==> config.mk <==
export PLATFORM = sky130hd
export DESIGN_NAME = uuid_text_parser
export DESIGN_NICKNAME = d
export VERILOG_FILES = /design/src/sv/uuidp_pkg.sv /design/src/sv/uuidp_front.sv /design/src/sv/uuidp_fifo.sv /design/src/sv/uuidp_back.sv /design/src/sv/uuid_text_parser.sv
export SDC_FILE = /design/constraint.sdc
export NUM_CORES = 1
export LEC_CHECK = 0
export BUFFER_PORTS_ARGS = -buffer_cell sky130_fd_sc_hd__buf_2
export CORE_UTILIZATION = 30
export DETAILED_ROUTE_END_ITERATION = 10
export PLACE_DENSITY = 0.55
export SYNTH_ARGS = -nofsm -noshare
export SYNTH_HDL_FRONTEND = slang
export SYNTH_HIERARCHICAL = 1
export SYNTH_SLANG_ARGS = --single-unit
==> constraint.sdc <==
create_clock -name clk_i -period 14.7 [get_ports clk_i]
set_clock_uncertainty 0.2 [all_clocks]
set_input_delay 2.94 -clock clk_i [delete_from_list [all_inputs] [get_ports clk_i]]
set_output_delay 2.94 -clock clk_i [all_outputs]
set_load 0.05 [all_outputs]
==> src/sv/uuidp_pkg.sv <==
// ----------------------------------------------------------------------------
// uuidp_pkg
// Shared types, constants and the character classifier for the UUID text
// parser.
// ----------------------------------------------------------------------------
package uuidp_pkg;

  localparam int unsigned CountW = 6;

  localparam logic [CountW-1:0] HexLen    = 6'd32;
  localparam logic [CountW-1:0] DashedLen = 6'd36;
  localparam logic [CountW-1:0] CountMax  = 6'd37;
  localparam logic [CountW-1:0] DashPos0  = 6'd8;
  localparam logic [CountW-1:0] DashPos1  = 6'd13;
  localparam logic [CountW-1:0] DashPos2  = 6'd18;
  localparam logic [CountW-1:0] DashPos3  = 6'd23;

  localparam logic [7:0] DashChar  = 8'h2D;
  localparam logic [7:0] Digit0    = 8'h30;
  localparam logic [7:0] Digit9    = 8'h39;
  localparam logic [7:0] LowerA    = 8'h61;
  localparam logic [7:0] LowerF    = 8'h66;
  localparam logic [7:0] UpperA    = 8'h41;
  localparam logic [7:0] UpperF    = 8'h46;
  localparam logic [7:0] AlphaBase = 8'd10;

  typedef struct packed {
    logic [7:0] char_code;
    logic       last;
  } in_item_t;

  typedef struct packed {
    logic        status;
    logic [63:0] value_high;
    logic [63:0] value_low;
  } out_item_t;

  // classified character as it travels from front to back
  typedef struct packed {
    logic       hex;
    logic       dash;
    logic [3:0] digit;
    logic       last;
  } cls_item_t;

  function automatic cls_item_t classify(input in_item_t item);
    cls_item_t  c;
    logic [7:0] ch;
    logic [7:0] val;
    ch      = item.char_code;
    val     = 8'd0;
    c.hex   = 1'b1;
    if ((ch >= Digit0) && (ch <= Digit9)) begin
      val = ch - Digit0;
    end else if ((ch >= LowerA) && (ch <= LowerF)) begin
      val = ch - LowerA + AlphaBase;
    end else if ((ch >= UpperA) && (ch <= UpperF)) begin
      val = ch - UpperA + AlphaBase;
    end else begin
      c.hex = 1'b0;
    end
    c.digit = val[3:0];
    c.dash  = (ch == DashChar);
    c.last  = item.last;
    return c;
  endfunction

endpackage

==> src/sv/uuidp_front.sv <==
// ----------------------------------------------------------------------------
// uuidp_front
// Accepts characters and registers their classification (hex digit value,
// dash, last flag) for the back end.
// ----------------------------------------------------------------------------
module uuidp_front import uuidp_pkg::*; (
  input  logic      clk_i,
  input  logic      rst_ni,
  input  logic      push,
  output logic      full,
  input  in_item_t  in_item_i,
  output logic      cls_vld_o,
  output cls_item_t cls_item_o,
  input  logic      cls_rdy_i
);

  logic      vld_q, vld_d;
  cls_item_t cls_q;
  logic      take;

  assign full  = vld_q && !cls_rdy_i;
  assign take  = push && !full;
  assign vld_d = take || (vld_q && !cls_rdy_i);

  always_ff @(posedge clk_i or negedge rst_ni) begin
    if (!rst_ni) begin
      vld_q <= 1'b0;
    end else begin
      vld_q <= vld_d;
    end
  end

  always_ff @(posedge clk_i) begin
    if (take) begin
      cls_q <= classify(in_item_i);
    end
  end

  assign cls_vld_o  = vld_q;
  assign cls_item_o = cls_q;

endmodule

==> src/sv/uuidp_fifo.sv <==
// ----------------------------------------------------------------------------
// uuidp_fifo
// Two-entry queue of classified characters between front and back end.
// ----------------------------------------------------------------------------
module uuidp_fifo import uuidp_pkg::*; (
  input  logic      clk_i,
  input  logic      rst_ni,
  input  logic      wr_vld_i,
  output logic      wr_rdy_o,
  input  cls_item_t wr_item_i,
  output logic      rd_vld_o,
  input  logic      rd_en_i,
  output cls_item_t rd_item_o
);

  cls_item_t  mem_q [2];
  logic       wr_ptr_q, rd_ptr_q;
  logic [1:0] cnt_q, cnt_d;
  logic       wr_en;

  assign wr_rdy_o = (cnt_q != 2'd2);
  assign rd_vld_o = (cnt_q != 2'd0);
  assign wr_en    = wr_vld_i && wr_rdy_o;
  assign rd_item_o = mem_q[rd_ptr_q];

  always_comb begin
    cnt_d = cnt_q;
    if (wr_en && !(rd_en_i && rd_vld_o)) begin
      cnt_d = cnt_q + 2'd1;
    end else if (!wr_en && rd_en_i && rd_vld_o) begin
      cnt_d = cnt_q - 2'd1;
    end
  end

  always_ff @(posedge clk_i or negedge rst_ni) begin
    if (!rst_ni) begin
      wr_ptr_q <= 1'b0;
      rd_ptr_q <= 1'b0;
      cnt_q    <= 2'd0;
    end else begin
      cnt_q <= cnt_d;
      if (wr_en) begin
        wr_ptr_q <= !wr_ptr_q;
      end
      if (rd_en_i && rd_vld_o) begin
        rd_ptr_q <= !rd_ptr_q;
      end
    end
  end

  always_ff @(posedge clk_i) begin
    if (wr_en) begin
      mem_q[wr_ptr_q] <= wr_item_i;
    end
  end

endmodule

==> src/sv/uuidp_back.sv <==
// ----------------------------------------------------------------------------
// uuidp_back
// Tracks position and format flags, shifts hex digits into the 128-bit value
// and holds the finished result in an output register.
// ----------------------------------------------------------------------------
module uuidp_back import uuidp_pkg::*; (
  input  logic      clk_i,
  input  logic      rst_ni,
  input  logic      cls_vld_i,
  output logic      cls_rd_o,
  input  cls_item_t cls_item_i,
  output logic      empty,
  input  logic      pop,
  output out_item_t out_item_o
);

  logic [CountW-1:0] cnt_q, cnt_d;
  logic [63:0]       hi_q, hi_d, lo_q, lo_d;
  logic              dash_ok_q, dash_ok_d;
  logic              other_hex_q, other_hex_d;
  logic              all_hex_q, all_hex_d;
  logic              out_vld_q, out_vld_d;
  out_item_t         out_q;
  logic              dash_pos, ok, room, take;

  assign room     = !out_vld_q || pop;
  assign take     = cls_vld_i && (!cls_item_i.last || room);
  assign cls_rd_o = take;

  // a new result wins over the pop of the old one
  assign out_vld_d = (take && cls_item_i.last) || (out_vld_q && !pop);

  always_comb begin
    dash_pos = (cnt_q == DashPos0) || (cnt_q == DashPos1) ||
               (cnt_q == DashPos2) || (cnt_q == DashPos3);
    all_hex_d   = all_hex_q && cls_item_i.hex;
    dash_ok_d   = dash_pos ? (dash_ok_q && cls_item_i.dash) : dash_ok_q;
    other_hex_d = dash_pos ? other_hex_q : (other_hex_q && cls_item_i.hex);
    hi_d = hi_q;
    lo_d = lo_q;
    if (cls_item_i.hex) begin
      hi_d = {hi_q[59:0], lo_q[63:60]};
      lo_d = {lo_q[59:0], cls_item_i.digit};
    end
    cnt_d = (cnt_q < CountMax) ? cnt_q + 6'd1 : cnt_q;
    ok = ((cnt_d == HexLen) && all_hex_d) ||
         ((cnt_d == DashedLen) && dash_ok_d && other_hex_d);
  end

  always_ff @(posedge clk_i or negedge rst_ni) begin
    if (!rst_ni) begin
      cnt_q       <= '0;
      hi_q        <= '0;
      lo_q        <= '0;
      dash_ok_q   <= 1'b1;
      other_hex_q <= 1'b1;
      all_hex_q   <= 1'b1;
      out_vld_q   <= 1'b0;
    end else begin
      out_vld_q <= out_vld_d;
      if (take) begin
        if (cls_item_i.last) begin
          // string done: back to the idle values
          cnt_q       <= '0;
          hi_q        <= '0;
          lo_q        <= '0;
          dash_ok_q   <= 1'b1;
          other_hex_q <= 1'b1;
          all_hex_q   <= 1'b1;
        end else begin
          cnt_q       <= cnt_d;
          hi_q        <= hi_d;
          lo_q        <= lo_d;
          dash_ok_q   <= dash_ok_d;
          other_hex_q <= other_hex_d;
          all_hex_q   <= all_hex_d;
        end
      end
    end
  end

  always_ff @(posedge clk_i) begin
    if (take && cls_item_i.last) begin
      out_q.status     <= !ok;
      out_q.value_high <= ok ? hi_d : 64'd0;
      out_q.value_low  <= ok ? lo_d : 64'd0;
    end
  end

  assign empty      = !out_vld_q;
  assign out_item_o = out_q;

`ifndef NO_ASSERTIONS
  a_cnt_bound: assert property (@(posedge clk_i) disable iff (!rst_ni)
    cnt_q <= CountMax)
    else $error("position count above saturation");

  a_fail_zero: assert property (@(posedge clk_i) disable iff (!rst_ni)
    (out_vld_q && out_q.status) |-> (out_q.value_high == 64'd0 && out_q.value_low == 64'd0))
    else $error("failed parse carries nonzero value");

  a_last_clears: assert property (@(posedge clk_i) disable iff (!rst_ni)
    (take && cls_item_i.last) |=> (cnt_q == '0 && out_vld_q))
    else $error("last character did not close the string");

  a_no_overwrite: assert property (@(posedge clk_i) disable iff (!rst_ni)
    (out_vld_q && !pop) |-> !(take && cls_item_i.last))
    else $error("waiting result overwritten");
`endif

endmodule

==> src/sv/uuid_text_parser.sv <==
// ----------------------------------------------------------------------------
// uuid_text_parser
// Parses a UUID text given one character per request into a 128-bit value.
// ----------------------------------------------------------------------------
// Takes one character per clock cycle while full is low, with no gaps needed
// between strings. Accepts 32 hex digits or the 36-character dashed form
// (dashes at positions 8, 13, 18, 23), hex in either case. The result for a
// string (status 0 = ok, 1 = bad format, value zero on failure) passes the
// classify register and the two-entry queue on its way into the output
// register, from which it can be popped. A waiting result stalls further
// strings only once the queue in front of it fills.
module uuid_text_parser import uuidp_pkg::*; (
  input  logic      clk_i,
  input  logic      rst_ni,
  input  logic      push,
  output logic      full,
  input  in_item_t  in_item_i,
  output logic      empty,
  input  logic      pop,
  output out_item_t out_item_o
);

  logic      f_vld, f_rdy;
  cls_item_t f_item;
  logic      q_vld, q_rd;
  cls_item_t q_item;

  uuidp_front u_front (
    .clk_i      (clk_i),
    .rst_ni     (rst_ni),
    .push       (push),
    .full       (full),
    .in_item_i  (in_item_i),
    .cls_vld_o  (f_vld),
    .cls_item_o (f_item),
    .cls_rdy_i  (f_rdy)
  );

  uuidp_fifo u_fifo (
    .clk_i     (clk_i),
    .rst_ni    (rst_ni),
    .wr_vld_i  (f_vld),
    .wr_rdy_o  (f_rdy),
    .wr_item_i (f_item),
    .rd_vld_o  (q_vld),
    .rd_en_i   (q_rd),
    .rd_item_o (q_item)
  );

  uuidp_back u_back (
    .clk_i      (clk_i),
    .rst_ni     (rst_ni),
    .cls_vld_i  (q_vld),
    .cls_rd_o   (q_rd),
    .cls_item_i (q_item),
    .empty      (empty),
    .pop        (pop),
    .out_item_o (out_item_o)
  );

endmodule

==> reports/results.txt, run 1 <==
status: completed
crit start category: primary input
DP Wirelength: 19000 um
Routed WL: 33700 um
VDD IR max: 0.000138 V
TritonCTS clock tree: built
Crit path max-delay family: buffers and inverters
Initial DRC Count: 718
WHS: 0.252 ns
setup TNS: 0 ns
uppermost layer routed: met4
Initial Utilization: 30.5%
routability cong.: 0.734
Final Hold Fails: 0
largest net degree at the start of global routing: 148
Mapped Cells: 1300
I/O pins: 144
top post-synthesis cells by area: edfxtp_1 33%, dfrtp_1 26%, a21oi_1 9.7%, nor2b_1 6.1%, nor4_1 6.0%
slew of the pin with the lowest slew margin: 1.13 ns
Critical Path Max Stage Delay: 0.90 ns
post-synth top area share: 33.4%
first-pass GRT wire length: 53500 um
Die Area: 45700 um2
post-synthesis sequential area ratio: 60.0%
# setup viols final: 0
CTS Sinks: 293
unrepaired setup endpoints after global routing: false
FP Rows: 77
Reg area: 8090 um2
power per cell area: 214 nW/um2
vias in the first global route: 9463
P_leak: 0.00574 uW
sequence of cells on the critical path: buf_2 > nand3b_1 > nand2_4 > inv_1 > nand2_1 > inv_6 > buf_4
Port Buffers: 143
PnR worst setup slack: 8.98 ns
Syn-to-layout area delta: 16.6%
fillers: 4371
Worst Setup End Kind: flop
Hold Crit Class: reg -> reg
Syn Nets: 1320
met3 WL post-DR: 1420 um
top cells by count, synth: 262 x a21oi_1, 150 x edfxtp_1, 140 x dfrtp_1, 140 x nand2_1, 134 x o21ai_0
worst path required time: 14.63 ns
Crit path buffers/inverters: 4
DRC violations left: 0
H-tree Lvls: 2
area leader, netlist: edfxtp_1
layout cell share with drive strength beyond 1: 16.4%
Multi-input gate area: 4860 um2
TritonRoute pass-1 iters: 7
Metal-1 WL: 15800 um
CP arrival: 5.65 ns
EDFF count, synth: 150
Avg Cell Area, Syn: 10.4 um2
CTS Hold Bufs: 0
# diodes: 0
clk_lat worst skew: 0.52 ns
Most used DFF post-synth: edfxtp_1
setup bufs post-CTS: 0
count leader, synth: a21oi_1
wire per inst: 16.9 um
max-slew violations: 0
layout net count: 1393
Netlist cell types: 52
Met2 Routed Length: 15700 um
clock root buffer: clkbuf_16
Die Span Y: 214 um
total core area: 44200 um2
fin crit period: 5.72 ns
Seq cells post-synth: 293
Slew headroom: 24.9%
Die Wd: 214 um
Setup CP Type: in -> reg
Mapped Area: 13500 um2
asr flop ratio synth: 48.8%
GRT Overall Usage: 14.6%
total vias in the final route: 10074
Tcrit/Tclk final: 38.9%
CTS max path bufs: 3
cts bufs inserted: 34
global route total overflow: 0
Clock Pin Slew Worst Setup and Hold Paths: 0.06 ns
CP max stage cell: buf_4
initial antenna violation count: 0
Setup WS pre-CTS: 8.39 ns
post-route ant nets: 0
Max Cap Viol: 0
crit path max fanout: 80
Achievable Freq: 175 MHz
CTS resizes: 0
Yosys warning total: 6
routed vias/inst: 5.06
worst paths after layout:
| kind | startpoint | end | slack [ns] | depth (start not counted) |
|---|---|---|---|---|
| worst max register to register | u_fifo/rd_ptr_q | u_back/out_item_o[50] | 10.18 | 6 |
| worst min register to register | u_front/cls_item_o[6] | u_fifo/mem_q[1][6] | 0.25 | 0 |
| max in group asynchronous | rst_ni | u_back/lo_q[49] | 10.62 | 2 |
| worst min-delay path | u_front/cls_item_o[6] | u_fifo/mem_q[1][6] | 0.25 | 0 |
| min in group asynchronous | rst_ni | u_back/hi_q[50] | 2.29 | 1 |
| worst max-delay path | pop | u_back/out_item_o[93] | 8.98 | 7 |
worst register-to-register path, delay by kind of cell, from the launching register on:
family | cells | cell delay [ns]
buffers and inverters | 2 | 1.47
muxes | 2 | 1.23
and+or+nand+nor | 1 | 0.71
DFF | 1 | 0.53
AOI/OAI and AO/OA | 1 | 0.11
state kept, by name (all words and copies together) (netlist names), 2 cells and up:
signal	count
u_back/out_item_o	129
u_front/cls_item_o	7
u_back/lo_q	64
u_back/cnt_q	6
u_back/hi_q	64
u_fifo/cnt_q	2
u_fifo/mem_q	14
kinds of logic after synthesis:
logic type,count (synthesis),share of synthesized area (%)
simple gates,435,17.5
compound gates,422,16.4
flops,293,60.0
buf+inv,131,4.36
mux,10,0.864
fa+ha+maj,7,0.650
xor+xnor,2,0.130
where the power goes:
part	switching [uW]	total, uW	internal (uW)
sequential	89.4	1180	1090
clock	338	871	533
combinational	1120	1310	192
total	1550	3360	1810
cells in the final DEF, fill, tap and decap left out, types with 5 or more instances in the layout:
master	instances
a21oi_1	262
edfxtp_1	150
buf_2	142
dfrtp_1	140
nand2_1	139
o21ai_0	134
nor2b_1	132
nor4_1	129
clkbuf_16	37
inv_1	12
buf_4	12
clkinv_2	10
nor2_1	8
ha_1	7
mux2_2	6
clkbuf_1	5
routing by layer:
metal	global-route usage, %	vias to the layer above
met3	2.11	50
li1	-	4894
met1	21.2	4909
met4	4.56	0
met2	22.5	221
met5	0	-
cell type report:
type / instances / share of cell area, %
clock buffer: 43 / 6.10
clock inverter: 19 / 1.25
inverter: 13 / 0.343
multi-input combinational: 876 / 30.9
sequential: 293 / 51.5
tap: 592 / 4.72
timing repair buffer: 155 / 5.17
through the flow:
stage | util (%) | std cells | area (um2) | total power, uW
5_1_grt | 35.5 | 1991 | 15700 | 3530
6_report | 35.5 | 1991 | 15700 | 3360
4_1_cts | 35.5 | 1991 | 15700 | 3410
3_3_place_gp | 32.9 | 1929 | 14600 | 2510
3_5_place_dp | 32.9 | 1929 | 14600 | 2520
2_1_floorplan | - | 1300 | 13500 | 2210
Note: power is estimated with default switching activity, not from simulation.
==> run 2: changes to the inputs <==
==> constraint.sdc (replaced) <==
create_clock -name clk_i -period 5.57 [get_ports clk_i]
set_clock_uncertainty 0.2 [all_clocks]
set_input_delay 1.114 -clock clk_i [delete_from_list [all_inputs] [get_ports clk_i]]
set_output_delay 1.114 -clock clk_i [all_outputs]
set_load 0.05 [all_outputs]
==> run 2 against run 1 <==
  * Worst hold slack got worse by 0.0039 ns
  * Via count decreased by 1.4%
  * Non-clock buffer count increased by 2
  * Sequential power increased to 2.6 times the previous value
  * Clock-buffer cell count increased by 2
  * Final cell count decreased by 0.10%
  * Highest routed layer unchanged
  * Largest power group unchanged
==> reports/results.txt, run 2 (synthesized netlist as in run 1, its figures left out) <==
crit path max fanout: 81 (+1.3%)
Syn-to-layout area delta: 16.0%
Die Span Y: 214 um (unchanged)
VDD IR max: 0.000348 V (+150%)
Achievable Freq: 257 MHz
CTS Sinks: 293 (unchanged)
WHS: 0.248 ns (-0.00393 ns)
post-route ant nets: 0 (unchanged)
Hold Path Depth: 0 (unchanged)
Die Wd: 214 um (unchanged)
Worst Setup End Kind: flop
TritonRoute pass-1 iters: 8 (+1)
CP arrival: 3.93 ns (-1.72 ns)
H-tree Lvls: 1 (-1)
I/O pins: 144 (unchanged)
TritonCTS clock tree: built
Initial Utilization: 30.5% (unchanged)
setup bufs post-CTS: 0 (unchanged)
unrepaired setup endpoints after global routing: false
worst path required time: 5.61 ns (-9.02 ns)
routed vias/inst: 4.99 (-1.3%)
largest net degree at the start of global routing: 162 (+9.5%)
status: completed
layout net count: 1392 (-0.072%)
# setup viols final: 0 (unchanged)
DRC violations left: 0 (unchanged)
power per cell area: 553 nW/um2 (+160%)
Die Area: 45700 um2 (unchanged)
Worst R2R Start: u_fifo/rd_ptr_q
total vias in the final route: 9932 (-1.4%)
most common cell after layout, fill and taps aside: a21oi_1
initial antenna violation count: 0 (unchanged)
GRT Overall Usage: 14.2% (-0.42 points)
global route total overflow: 0 (unchanged)
Worst Hold Launch: u_front/cls_item_o[6]
Overall Power: 8640 uW (+160%)
Pint: 4640 uW (+160%)
Hold Crit Class: reg -> reg
P_leak: 0.00569 uW (-0.94%)
cts bufs inserted: 31 (-8.8%)
Initial DRC Count: 725 (+0.97%)
FF-to-FF path depth: 7 (+1)
clk_lat worst skew: 0.57 ns (+0.05 ns)
Slew headroom: 25.7% (+0.80 points)
setup TNS: 0 ns (unchanged)
CTS resizes: 0 (unchanged)
Clock Pin Slew Worst Setup and Hold Paths: 0.06 ns (about the same)
Worst R2R Setup Slack: 1.68 ns (-8.50 ns)
sw power: 4000 uW (+160%)
Sw Share: 46.3% (+0.21 points)
Setup CP Type: reg -> reg
fin crit period: 3.89 ns
wire per inst: 16.4 um (-3.1%)
total core area: 44200 um2 (unchanged)
slew of the pin with the lowest slew margin: 1.11 ns (-0.0120 ns)
DP Wirelength: 19100 um (+0.34%)
first-pass GRT wire length: 52500 um (-1.9%)
FP Rows: 77 (unchanged)
vias in the first global route: 9731 (+2.8%)
fillers: 4402 (+0.71%)
most frequent cells in the layout: 262 x a21oi_1, 150 x edfxtp_1, 142 x buf_2
Reg area: 8090 um2 (unchanged)
max-slew violations: 0 (unchanged)
logic gate share of total power: 39.9% (+0.8 points)
Seq pwr share: 35.9% (+0.9 points)
clock root buffer: clkbuf_16
Multi-input gate area: 4860 um2 (unchanged)
Final Hold Fails: 0 (unchanged)
max reg flops: 129 (unchanged)
CTS max path bufs: 3 (unchanged)
Routed WL: 32600 um (-3.2%)
CTS Hold Bufs: 0 (unchanged)
worst r2r dst: u_back/out_item_o[45]
crit start category: flop
layout cell share with drive strength beyond 1: 16.0% (-0.48 points)
power share of the clock group: 24.2% (-1.7 points)
routability cong.: 0.777 (+5.9%)
Port Buffers: 143 (unchanged)
Max Cap Viol: 0 (unchanged)
# diodes: 0 (unchanged)
hold path endpoint: u_fifo/mem_q[0][6]
Tcrit/Tclk final: 69.8%
==> run 2: cell types whose count changed in the layout (fill, tap and decap cells not counted), sizes merged <==
cell	previous run	this run
buf	155	157
clkinv	14	7
inv	14	15
clkbuf	43	45
==> run 2: worst max-delay path, stage by stage (launching register included) <==
cell and delay, ns:
dfrtp_1 0.58, mux2_4 0.52, nand3b_1 0.24, nand2_4 0.35, inv_1 0.41, nand2_1 0.24
inv_6 0.57, buf_12 0.34
==> run 2: how the worst max path moves through the flow <==
stage / depth (start not counted) / endpoint / from
after CTS: 7 / u_back/out_item_o[45] / u_fifo/rd_ptr_q
after global routing: 7 / u_back/out_item_o[44] / u_fifo/rd_ptr_q
after detailed placement: 7 / u_back/out_item_o[45] / u_fifo/rd_ptr_q
after floorplan: 5 / u_back/out_item_o[0] / pop
final: 7 / u_back/out_item_o[45] / u_fifo/rd_ptr_q
after global placement: 7 / u_back/out_item_o[49] / pop
==> run 2: cell type report <==
type,instances,share of cell area [%]
clock buffers,45,5.49
well taps,592,4.74
multi-input cells,876,31.1
inverters,13,0.344
flip-flops and latches,293,51.8
clock inverters,13,1.10
repair buffers,157,5.45
==> run 2: per-stage QoR <==
stage / setup slack, ns / instance area (um2) / instances / utilization, %
final: 1.68 / 15600 / 1989 / 35.3
after global routing: 1.33 / 15600 / 1989 / 35.3
after CTS: 1.58 / 15600 / 1989 / 35.3
after detailed placement: 1.60 / 14600 / 1931 / 33.0
after global placement: 1.64 / 14600 / 1931 / 33.0
after floorplan: 0.719 / 13500 / 1300 / -
==> run 2: layer usage <==
| metal | vias to the layer above | track usage, % | share of wire, % | wire, um |
|---|---|---|---|---|
| met4 | 0 | 4.36 | 1.9 | 629 |
| li1 | 4894 | - | - | - |
| met1 | 4828 | 19.8 | 47 | 15500 |
| met2 | 171 | 23.0 | 47 | 15200 |
| met3 | 39 | 1.90 | 4.1 | 1320 |
| met5 | - | 0 | 0 | 0 |
==> run 2: power by group through the flow <==
stage / registers (uW) / clock network [uW] / logic, uW
3_5_place_dp: 3150 / 0 / 3480
6_report: 3100 / 2090 / 3450
4_1_cts: 3110 / 2160 / 3480
5_1_grt: 3160 / 2250 / 3700
3_3_place_gp: 3140 / 0 / 3460
2_1_floorplan: 4260 / 0 / 1570
